`src/fss_pkg.sv`:
```
`timescale 1ns / 1ps

package fss_pkg;

  // Event codes carried in the op field
  typedef enum logic [2:0] {
    OP_TICK     = 3'd0,
    OP_STRONGER = 3'd1,
    OP_WEAKER   = 3'd2,
    OP_NATURAL  = 3'd3,
    OP_ROTATE   = 3'd4,
    OP_OFF      = 3'd5,
    OP_TIMEOUT  = 3'd6
  } op_t;

  // Sweep mode codes
  localparam logic [1:0] SWEEP_STOP = 2'd0;
  localparam logic [1:0] SWEEP_45   = 2'd1;
  localparam logic [1:0] SWEEP_90   = 2'd2;
  localparam logic [1:0] SWEEP_180  = 2'd3;

  // Servo compare values
  localparam logic [11:0] POS_CENTER = 12'd1300;
  localparam logic [11:0] LIM180_LO  = 12'd349;
  localparam logic [11:0] LIM180_HI  = 12'd2410;
  localparam logic [11:0] LIM90_LO   = 12'd865;
  localparam logic [11:0] LIM90_HI   = 12'd1895;
  localparam logic [11:0] LIM45_LO   = 12'd1123;
  localparam logic [11:0] LIM45_HI   = 12'd1637;
  localparam logic [11:0] SWEEP_STEP = 12'd2;

  // EMA coefficients, Q16: alpha and one minus alpha
  localparam logic [15:0] ALPHA_Q16 = 16'd197;
  localparam logic [15:0] KEEP_Q16  = 16'd65339;
  localparam logic [16:0] HALF_Q16  = 17'd32768;

  // Ceiling of the level in natural wind
  localparam int NATURAL_TOP = 8;

  typedef struct packed {
    logic [19:0] smoothed;
    logic [3:0]  level;
  } ema_res_t;

  typedef struct packed {
    logic [3:0]  power_level;
    logic [3:0]  pwm_duty;
    logic        standby_pin;
    logic [11:0] servo_position;
    logic [1:0]  sweep_mode;
    logic        natural_on;
    logic        show_sweep_leds;
    logic        start_display_timer;
    logic        stop_app_timer;
  } result_t;

  // Fan PWM compare value; levels above the table take the last entry
  function automatic logic [3:0] power_duty(input logic [3:0] lvl);
    logic [3:0] duty;
    case (lvl)
      4'd0:    duty = 4'd0;
      4'd1:    duty = 4'd1;
      4'd2:    duty = 4'd2;
      4'd3:    duty = 4'd3;
      4'd4:    duty = 4'd4;
      4'd5:    duty = 4'd5;
      4'd6:    duty = 4'd6;
      4'd7:    duty = 4'd8;
      default: duty = 4'd10;
    endcase
    return duty;
  endfunction

endpackage

```
`src/fss_if.sv`:
```
`timescale 1ns / 1ps

interface fss_in_if;
  logic       valid;
  logic       ready;
  logic [2:0] op;
  logic [3:0] gust_chance;
  logic [2:0] gust_pick;

  modport source (output valid, op, gust_chance, gust_pick, input ready);
  modport sink (input valid, op, gust_chance, gust_pick, output ready);
endinterface

interface fss_out_if;
  logic        valid;
  logic        ready;
  logic [3:0]  power_level;
  logic [3:0]  pwm_duty;
  logic        standby_pin;
  logic [11:0] servo_position;
  logic [1:0]  sweep_mode;
  logic        natural_on;
  logic        show_sweep_leds;
  logic        start_display_timer;
  logic        stop_app_timer;

  modport source (
    output valid, power_level, pwm_duty, standby_pin, servo_position, sweep_mode,
           natural_on, show_sweep_leds, start_display_timer, stop_app_timer,
    input  ready
  );
  modport sink (
    input  valid, power_level, pwm_duty, standby_pin, servo_position, sweep_mode,
           natural_on, show_sweep_leds, start_display_timer, stop_app_timer,
    output ready
  );
endinterface

```
`src/fss_ema.sv`:
```
`timescale 1ns / 1ps

// One EMA step toward the gust target, Q4.16, rounded half up,
// then the level taken from the rounded average and clamped to 1..TOP_LEVEL.
module fss_ema #(
  parameter int TOP_LEVEL = 8
) (
  input  logic [3:0]         target,
  input  logic [19:0]        smoothed,
  output fss_pkg::ema_res_t  res
);

  logic [36:0] acc;
  logic [19:0] avg;
  logic [20:0] rounded;
  logic [4:0]  whole;

  assign acc = 37'(fss_pkg::ALPHA_Q16) * 37'({target, 16'h0000})
             + 37'(fss_pkg::KEEP_Q16) * 37'(smoothed)
             + 37'(fss_pkg::HALF_Q16);
  assign avg     = acc[35:16];
  assign rounded = {1'b0, avg} + 21'(fss_pkg::HALF_Q16);
  assign whole   = rounded[20:16];

  always_comb begin
    res.smoothed = avg;
    if (whole == 5'd0) begin
      res.level = 4'd1;
    end else if (whole > 5'(TOP_LEVEL)) begin
      res.level = 4'(TOP_LEVEL);
    end else begin
      res.level = whole[3:0];
    end
  end

endmodule

```
`src/fan_speed_and_sweep_controller.sv`:
```
`timescale 1ns / 1ps
// A result passes through the input register and then the result register
// before it is offered; a held result holds the input.
// Throughput: one event per cycle while each result is taken; the whole
// update is one pass of logic.
// Reset (rst_n low, synchronous): fan off, sweep stopped at centre, wide
// limits, natural wind off, both channels empty.

module fan_speed_and_sweep_controller #(
  parameter int MAX_LEVEL     = 8,
  parameter int GUST_INTERVAL = 100
) (
  input logic          clk,
  input logic          rst_n,
  fss_in_if.sink       in_ch,
  fss_out_if.source    out_ch
);

  localparam int NAT_TOP = (MAX_LEVEL < fss_pkg::NATURAL_TOP) ? MAX_LEVEL
                                                              : fss_pkg::NATURAL_TOP;

  // Input register
  logic       s1_valid_r, s1_valid_nxt;
  logic [2:0] s1_op_r;
  logic [3:0] s1_chance_r;
  logic [2:0] s1_pick_r;

  // Result register
  logic              out_valid_r, out_valid_nxt;
  fss_pkg::result_t  result_r, result_nxt;

  // Controller state
  logic [3:0]  level_r, level_nxt;
  logic [3:0]  saved_r, saved_nxt;
  logic [1:0]  mode_r, mode_nxt;
  logic [11:0] pos_r, pos_nxt;
  logic        up_r, up_nxt;
  logic [11:0] lo_r, lo_nxt;
  logic [11:0] hi_r, hi_nxt;
  logic        nat_r, nat_nxt;
  logic [6:0]  gcount_r, gcount_nxt;
  logic [3:0]  target_r, target_nxt;
  logic [19:0] smooth_r, smooth_nxt;
  logic        leds_r, leds_nxt;
  logic        start_pulse, stop_pulse;

  logic        in_xfer, advance;
  logic [12:0] pos_step;
  logic [7:0]  gcount_inc;
  logic        gust_wrap;
  logic [3:0]  target_tick;
  fss_pkg::ema_res_t ema;

  // Advance when the result slot is empty or being taken this cycle
  assign advance      = s1_valid_r && (!out_valid_r || out_ch.ready);
  assign in_ch.ready  = !s1_valid_r || advance;
  assign in_xfer      = in_ch.valid && in_ch.ready;

  always_comb begin
    s1_valid_nxt = s1_valid_r;
    if (in_xfer) begin
      s1_valid_nxt = 1'b1;
    end else if (advance) begin
      s1_valid_nxt = 1'b0;
    end
  end

  always_comb begin
    out_valid_nxt = out_valid_r;
    if (advance) begin
      out_valid_nxt = 1'b1;
    end else if (out_ch.ready) begin
      out_valid_nxt = 1'b0;
    end
  end

  // Sweep step: move two counts, clamp at a limit and turn round
  always_comb begin
    if (up_r) begin
      pos_step = {1'b0, pos_r} + 13'(fss_pkg::SWEEP_STEP);
    end else if (pos_r >= fss_pkg::SWEEP_STEP) begin
      pos_step = {1'b0, pos_r - fss_pkg::SWEEP_STEP};
    end else begin
      pos_step = 13'd0;
    end
  end

  // Gust interval: count ticks, maybe pick a new target at the end
  assign gcount_inc  = {1'b0, gcount_r} + 8'd1;
  assign gust_wrap   = gcount_inc[6:0] >= 7'(GUST_INTERVAL);
  assign target_tick = (gust_wrap && s1_chance_r == 4'd0) ? ({1'b0, s1_pick_r} + 4'd1)
                                                          : target_r;

  fss_ema #(
    .TOP_LEVEL (NAT_TOP)
  ) u_ema (
    .target   (target_tick),
    .smoothed (smooth_r),
    .res      (ema)
  );

  // Next state for the event in the input register
  always_comb begin
    level_nxt   = level_r;
    saved_nxt   = saved_r;
    mode_nxt    = mode_r;
    pos_nxt     = pos_r;
    up_nxt      = up_r;
    lo_nxt      = lo_r;
    hi_nxt      = hi_r;
    nat_nxt     = nat_r;
    gcount_nxt  = gcount_r;
    target_nxt  = target_r;
    smooth_nxt  = smooth_r;
    leds_nxt    = leds_r;
    start_pulse = 1'b0;
    stop_pulse  = 1'b0;

    unique case (fss_pkg::op_t'(s1_op_r))
      fss_pkg::OP_TICK: begin
        if (mode_r != fss_pkg::SWEEP_STOP) begin
          if (pos_step >= {1'b0, hi_r}) begin
            pos_nxt = hi_r;
            up_nxt  = 1'b0;
          end else if (pos_step <= {1'b0, lo_r}) begin
            pos_nxt = lo_r;
            up_nxt  = 1'b1;
          end else begin
            pos_nxt = pos_step[11:0];
          end
        end
        if (nat_r && level_r != 4'd0) begin
          gcount_nxt = gust_wrap ? 7'd0 : gcount_inc[6:0];
          target_nxt = target_tick;
          smooth_nxt = ema.smoothed;
          if (ema.level != level_r) begin
            level_nxt = ema.level;
            leds_nxt  = 1'b0;
          end
        end
      end
      fss_pkg::OP_STRONGER: begin
        if (nat_r) begin
          // leave natural wind, restore the saved level
          level_nxt = saved_r;
          nat_nxt   = 1'b0;
          leds_nxt  = 1'b0;
        end else if (level_r < 4'(MAX_LEVEL)) begin
          level_nxt = level_r + 4'd1;
          leds_nxt  = 1'b0;
        end
      end
      fss_pkg::OP_WEAKER: begin
        if (nat_r) begin
          level_nxt = saved_r;
          nat_nxt   = 1'b0;
          leds_nxt  = 1'b0;
        end else if (level_r > 4'd1) begin
          level_nxt = level_r - 4'd1;
          leds_nxt  = 1'b0;
        end else begin
          // weakest setting: behave as the off event
          mode_nxt   = fss_pkg::SWEEP_STOP;
          level_nxt  = 4'd0;
          leds_nxt   = 1'b0;
          stop_pulse = 1'b1;
        end
      end
      fss_pkg::OP_NATURAL: begin
        if (level_r != 4'd0 && !nat_r) begin
          // enter natural wind, seed the average with the current level
          saved_nxt  = level_r;
          nat_nxt    = 1'b1;
          target_nxt = level_r;
          smooth_nxt = {level_r, 16'h0000};
          gcount_nxt = 7'd0;
        end else if (nat_r) begin
          level_nxt = saved_r;
          nat_nxt   = 1'b0;
          leds_nxt  = 1'b0;
        end
      end
      fss_pkg::OP_ROTATE: begin
        if (level_r != 4'd0) begin
          mode_nxt = mode_r + 2'd1;
          case (mode_r + 2'd1)
            fss_pkg::SWEEP_45: begin
              lo_nxt = fss_pkg::LIM45_LO;
              hi_nxt = fss_pkg::LIM45_HI;
            end
            fss_pkg::SWEEP_90: begin
              lo_nxt = fss_pkg::LIM90_LO;
              hi_nxt = fss_pkg::LIM90_HI;
            end
            fss_pkg::SWEEP_180: begin
              lo_nxt = fss_pkg::LIM180_LO;
              hi_nxt = fss_pkg::LIM180_HI;
            end
            default: begin
              // stopped: keep the previous limits
            end
          endcase
          leds_nxt    = 1'b1;
          start_pulse = 1'b1;
        end
      end
      fss_pkg::OP_OFF: begin
        // the saved level would be restored and then dropped: go straight to off
        mode_nxt   = fss_pkg::SWEEP_STOP;
        nat_nxt    = 1'b0;
        level_nxt  = 4'd0;
        leds_nxt   = 1'b0;
        stop_pulse = 1'b1;
      end
      fss_pkg::OP_TIMEOUT: begin
        leds_nxt = 1'b0;
      end
      default: begin
        // unused code: hold everything
      end
    endcase
  end

  // Result shows the state after the event
  always_comb begin
    result_nxt.power_level         = level_nxt;
    result_nxt.pwm_duty            = fss_pkg::power_duty(level_nxt);
    result_nxt.standby_pin         = (level_nxt == 4'd0);
    result_nxt.servo_position      = pos_nxt;
    result_nxt.sweep_mode          = mode_nxt;
    result_nxt.natural_on          = nat_nxt;
    result_nxt.show_sweep_leds     = leds_nxt;
    result_nxt.start_display_timer = start_pulse;
    result_nxt.stop_app_timer      = stop_pulse;
  end

  always_ff @(posedge clk) begin
    if (!rst_n) begin
      s1_valid_r  <= 1'b0;
      out_valid_r <= 1'b0;
      level_r     <= 4'd0;
      saved_r     <= 4'd0;
      mode_r      <= fss_pkg::SWEEP_STOP;
      pos_r       <= fss_pkg::POS_CENTER;
      up_r        <= 1'b1;
      lo_r        <= fss_pkg::LIM180_LO;
      hi_r        <= fss_pkg::LIM180_HI;
      nat_r       <= 1'b0;
      gcount_r    <= 7'd0;
      target_r    <= 4'd0;
      smooth_r    <= 20'd0;
      leds_r      <= 1'b0;
    end else begin
      s1_valid_r  <= s1_valid_nxt;
      out_valid_r <= out_valid_nxt;
      if (advance) begin
        level_r  <= level_nxt;
        saved_r  <= saved_nxt;
        mode_r   <= mode_nxt;
        pos_r    <= pos_nxt;
        up_r     <= up_nxt;
        lo_r     <= lo_nxt;
        hi_r     <= hi_nxt;
        nat_r    <= nat_nxt;
        gcount_r <= gcount_nxt;
        target_r <= target_nxt;
        smooth_r <= smooth_nxt;
        leds_r   <= leds_nxt;
      end
    end
  end

  // Payload registers: load on transfer, hold otherwise
  always_ff @(posedge clk) begin
    if (in_xfer) begin
      s1_op_r     <= in_ch.op;
      s1_chance_r <= in_ch.gust_chance;
      s1_pick_r   <= in_ch.gust_pick;
    end
    if (advance) begin
      result_r <= result_nxt;
    end
  end

  assign out_ch.valid               = out_valid_r;
  assign out_ch.power_level         = result_r.power_level;
  assign out_ch.pwm_duty            = result_r.pwm_duty;
  assign out_ch.standby_pin         = result_r.standby_pin;
  assign out_ch.servo_position      = result_r.servo_position;
  assign out_ch.sweep_mode          = result_r.sweep_mode;
  assign out_ch.natural_on          = result_r.natural_on;
  assign out_ch.show_sweep_leds     = result_r.show_sweep_leds;
  assign out_ch.start_display_timer = result_r.start_display_timer;
  assign out_ch.stop_app_timer      = result_r.stop_app_timer;

`ifndef SYNTHESIS
  // Natural wind only runs with the fan on
  a_nat_needs_power: assert property (@(posedge clk) disable iff (!rst_n)
    nat_r |-> (level_r != 4'd0))
    else $error("natural wind active at level zero");

  // Level stays within its range
  a_level_range: assert property (@(posedge clk) disable iff (!rst_n)
    level_r <= 4'(MAX_LEVEL))
    else $error("level above maximum");

  // Turning off leaves everything quiet
  a_off_result: assert property (@(posedge clk) disable iff (!rst_n)
    (out_ch.valid && out_ch.stop_app_timer) |->
      (out_ch.power_level == 4'd0 && out_ch.sweep_mode == fss_pkg::SWEEP_STOP
       && !out_ch.natural_on && !out_ch.show_sweep_leds))
    else $error("off result with live state");

  // A sweep change always brings the sweep display up
  a_rotate_leds: assert property (@(posedge clk) disable iff (!rst_n)
    (out_ch.valid && out_ch.start_display_timer) |->
      (out_ch.show_sweep_leds && !out_ch.stop_app_timer))
    else $error("display timer start without sweep display");
`endif

endmodule

```
`src/flat_wrapper.sv`:
```
// flat-port wrapper written by rule: the top's interface ports become plain ports
module fan_speed_and_sweep_controller_flat 
#(
  parameter int MAX_LEVEL     = 8,
  parameter int GUST_INTERVAL = 100
)
  (clk, rst_n, in_ch_valid, in_ch_op, in_ch_gust_chance, in_ch_gust_pick, in_ch_ready, out_ch_valid, out_ch_power_level, out_ch_pwm_duty, out_ch_standby_pin, out_ch_servo_position, out_ch_sweep_mode, out_ch_natural_on, out_ch_show_sweep_leds, out_ch_start_display_timer, out_ch_stop_app_timer, out_ch_ready);
  fss_in_if in_ch_i ();
  fss_out_if out_ch_i ();
  input logic clk;
  input logic rst_n;
  input wire logic [$bits(in_ch_i.valid)-1:0] in_ch_valid;
  input wire logic [$bits(in_ch_i.op)-1:0] in_ch_op;
  input wire logic [$bits(in_ch_i.gust_chance)-1:0] in_ch_gust_chance;
  input wire logic [$bits(in_ch_i.gust_pick)-1:0] in_ch_gust_pick;
  output wire logic [$bits(in_ch_i.ready)-1:0] in_ch_ready;
  output wire logic [$bits(out_ch_i.valid)-1:0] out_ch_valid;
  output wire logic [$bits(out_ch_i.power_level)-1:0] out_ch_power_level;
  output wire logic [$bits(out_ch_i.pwm_duty)-1:0] out_ch_pwm_duty;
  output wire logic [$bits(out_ch_i.standby_pin)-1:0] out_ch_standby_pin;
  output wire logic [$bits(out_ch_i.servo_position)-1:0] out_ch_servo_position;
  output wire logic [$bits(out_ch_i.sweep_mode)-1:0] out_ch_sweep_mode;
  output wire logic [$bits(out_ch_i.natural_on)-1:0] out_ch_natural_on;
  output wire logic [$bits(out_ch_i.show_sweep_leds)-1:0] out_ch_show_sweep_leds;
  output wire logic [$bits(out_ch_i.start_display_timer)-1:0] out_ch_start_display_timer;
  output wire logic [$bits(out_ch_i.stop_app_timer)-1:0] out_ch_stop_app_timer;
  input wire logic [$bits(out_ch_i.ready)-1:0] out_ch_ready;
  assign in_ch_i.valid = in_ch_valid;
  assign in_ch_i.op = in_ch_op;
  assign in_ch_i.gust_chance = in_ch_gust_chance;
  assign in_ch_i.gust_pick = in_ch_gust_pick;
  assign in_ch_ready = in_ch_i.ready;
  assign out_ch_valid = out_ch_i.valid;
  assign out_ch_power_level = out_ch_i.power_level;
  assign out_ch_pwm_duty = out_ch_i.pwm_duty;
  assign out_ch_standby_pin = out_ch_i.standby_pin;
  assign out_ch_servo_position = out_ch_i.servo_position;
  assign out_ch_sweep_mode = out_ch_i.sweep_mode;
  assign out_ch_natural_on = out_ch_i.natural_on;
  assign out_ch_show_sweep_leds = out_ch_i.show_sweep_leds;
  assign out_ch_start_display_timer = out_ch_i.start_display_timer;
  assign out_ch_stop_app_timer = out_ch_i.stop_app_timer;
  assign out_ch_i.ready = out_ch_ready;
  fan_speed_and_sweep_controller #(.MAX_LEVEL(MAX_LEVEL), .GUST_INTERVAL(GUST_INTERVAL)) u_core (.clk(clk), .rst_n(rst_n), .in_ch(in_ch_i), .out_ch(out_ch_i));
endmodule
```
`config.mk`:
```
export PLATFORM = sky130hd
export DESIGN_NAME = fan_speed_and_sweep_controller_flat
export DESIGN_NICKNAME = d
export VERILOG_FILES = /design/src/fss_pkg.sv /design/src/fss_if.sv /design/src/fss_ema.sv /design/src/fan_speed_and_sweep_controller.sv /design/src/flat_wrapper.sv
export SDC_FILE = /design/constraint.sdc
export NUM_CORES = 1
export LEC_CHECK = 0
export ABC_AREA = 1
export BUFFER_PORTS_ARGS = -buffer_cell sky130_fd_sc_hd__buf_2
export CORE_UTILIZATION = 40
export CTS_CLUSTER_SIZE = 14
export DETAILED_ROUTE_END_ITERATION = 10
export PLACE_DENSITY_LB_ADDON = 0.3
export RECOVER_POWER = 100
export SYNTH_ARGS = -nofsm -noshare
export SYNTH_HDL_FRONTEND = slang
export SYNTH_HIERARCHICAL = 1
export SYNTH_SLANG_ARGS = --single-unit
```
`constraint.sdc`:
```
create_clock -name clk -period 18.75 [get_ports clk]
set_clock_uncertainty 0.1 [all_clocks]
set_input_delay 0.9375 -clock clk [delete_from_list [all_inputs] [get_ports clk]]
set_output_delay 0.9375 -clock clk [all_outputs]
set_load 0.1 [all_outputs]
```
==> out/metrics.csv <==
metric,value,unit
endpoints failing setup,0,
share of cells above drive strength 1,0.0408,
Synth-to-Final Area Change,6.00,%
Peak VDD IR,0.0000493,V
root buffer cell,clkbuf_16,
Slowest cell on crit path,fa_1,
Yosys reg bits,100,
Reg2Reg Depth,45,
gr ovfl total,0,
hold path cells,2,
crit-path most repeated cell,nand2_1,
"Slew Viols, Final",123,
Critical Path RT,18.75,ns
synth warn,6,
Synth top area share,0.253,
leading cell type by number of instances after synthesis,inv_1,
RSZ-0062 raised after global routing,false,
first-pass GRT wire length,59200,um
"Cell Area, Placed",0.0151,mm^2
Synth top cells by count,"inv_1, nand2_1, ha_1",
Worst-Margin Slew,2.36,ns
Nets,2216,
min-delay src,u_core/saved_r[0],
fmax,122,MHz
Worst Path Arrival,8.18,ns
htree depth,3,
DRT iter0 DRCs,779,
Rows,69,
Vias,11300,
post-synth cell types,52,
Hold Crit Class,reg -> reg,
"Top FF cell, synth",dfxtp_1,
die width,191,um
# Post-CTS Setup Buffers,0,
die area,0.0366,mm^2
mapped cell area,0.0143,mm^2
routability cong.,0.888,
CTS tree,yes,
port bufs,42,
Mean Syn Cell Area,7.97,um^2
final hold vios,0,
IO Pins,43,
Routed WL,35400,um
PwrDens,40.6,mW/mm^2
min Tclk post-route,8.18,ns
clock latency on the worst-skew pair,0.35,ns
leakage power,8.22,nW
register area share after synthesis,0.165,
drt drc,0,
clock slew at reported path FFs,0.07,ns
utilization after layout,0.430,
async set-reset flop share out of synthesis,0,
Synth Instances,1801,
CP Capture Type,flip-flop,
clock buffer depth,2,
Slew headroom,-0.573,
final instance area,0.0152,mm^2
final setup TNS,0,ns
WL/cell,15.4,um
largest net degree at the start of global routing,45,
TritonCTS Sinks,100,
cts repair resizes,0,
RR Startpoint,u_core/gcount_r[0],
number of buffers created by CTS,9,
Worst setup startpoint,u_core/gcount_r[0],
Area contributors post-synth,"fa_1, ha_1, inv_1",
Crit Path Max Fanout,5,
post-synthesis net count,2185,
"area leader, netlist",fa_1,
core box area,0.0354,mm^2
DR vias/cell,4.93,
Starting Density,0.405,
MaxCap Viol Count,3,
status,finished with violations,
ANT nets after route,0,
# hold bufs at CTS,0,
overall routing resource usage,0.207,
vias in the first global route,11700,
worst reg2reg setup slack,10.57,ns
Worst Setup Start Kind,flip-flop,
HPWL after detailed placement,28800,um
failing checks,"max-capacitance violations, max-slew violations",
final period utilization,0.436,
Post-synth EDFFs,37,
die height,191,um
total power,0.617,mW
DRT Pass-1 Iters,5,
initial antenna violation count,0,
CP max stage delay,0.53,ns
Crit Path Class,reg -> reg,
Ant. Diodes,0,
-- kinds of logic after synthesis --
logic type               share of synthesized area
AO/OA/AOI/OAI                               0.0835
adder cells (fa/ha/maj)                      0.417
XOR/XNOR                                    0.0226
AND/OR/NAND/NOR                              0.186
buffers and inverters                        0.126
flip-flops                                   0.165
-- state kept, by name, summed over array words and instances (netlist names), 2 cells and up --
register and flops:
u_core/pos_r 12, u_core/out_ch.power_level 4, u_core/out_ch.servo_position 12, u_core/lo_r 5, u_core/mode_r 2, u_core/out_ch.sweep_mode 2, u_core/smooth_r 20, u_core/out_ch.pwm_duty 4
u_core/target_r 4, u_core/s1_chance_r 4, u_core/gcount_r 7, u_core/level_r 4, u_core/s1_op_r 3, u_core/s1_pick_r 3, u_core/saved_r 4
-- through the flow --
step	hold WS [ns]	worst slack (ns)	std cells
6_report	0.375	10.57	2298
3_5_place_dp	0.361	10.94	2282
5_1_grt	0.394	9.69	2298
2_1_floorplan	0.329	11.51	1801
3_3_place_gp	0.355	11.20	2282
4_1_cts	0.370	10.89	2298
-- where the power goes --
| part | switching [mW] | internal [mW] |
|---|---|---|
| logic | 0.125 | 0.0561 |
| registers | 0.0112 | 0.235 |
| clock network | 0.0860 | 0.104 |
| total | 0.222 | 0.395 |
-- cells in the final DEF (no fill, tap or decap), types with 9 or more instances in the layout --
cell type / n
fa_1: 181
nand3_1: 88
edfxtp_1: 37
nor2_1: 103
clkbuf_1: 34
nand2_2: 11
clkbuf_16: 9
o21ai_0: 64
ha_1: 189
buf_2: 12
xnor2_1: 12
nor3_1: 18
a21oi_1: 102
inv_1: 445
nor2_2: 9
dfxtp_1: 63
nand2_1: 349
xor2_1: 25
-- final cells by class --
class / count / area, um^2
sequential: 100 / 2370
timing repair buffer: 46 / 191
fill: 3663 / 20200
tap: 461 / 577
clock buffer: 10 / 229
multi-input combinational: 1225 / 10100
clock inverter: 6 / 62.6
inverter: 450 / 1690
-- worst max-delay path: cells and delay by family, from the launching register on --
| family | cells | cell delay (ns) |
|---|---|---|
| AO/OA/AOI/OAI | 6 | 0.98 |
| flip-flops | 1 | 0.38 |
| adder cells (fa/ha/maj) | 10 | 3.35 |
| XOR/XNOR | 2 | 0.42 |
| buffers and inverters | 9 | 0.98 |
| AND/OR/NAND/NOR | 18 | 1.72 |
-- routing by layer --
metal,track usage,up-vias,part of all wire
li1,-,5620,-
met1,0.281,5403,0.47
met2,0.351,255,0.47
met3,0.0237,46,0.041
met4,0.0501,0,0.020
met5,0,-,0
-- path summary, 6_finish.rpt --
| path | to |
|---|---|
| setup / recovery | u_core/out_ch.pwm_duty[1] |
| hold / removal | u_core/saved_r[0] |
| setup reg to reg | u_core/out_ch.pwm_duty[1] |
| hold reg to reg | u_core/saved_r[0] |
No activity file was read; power rests on OpenSTA's default activity.
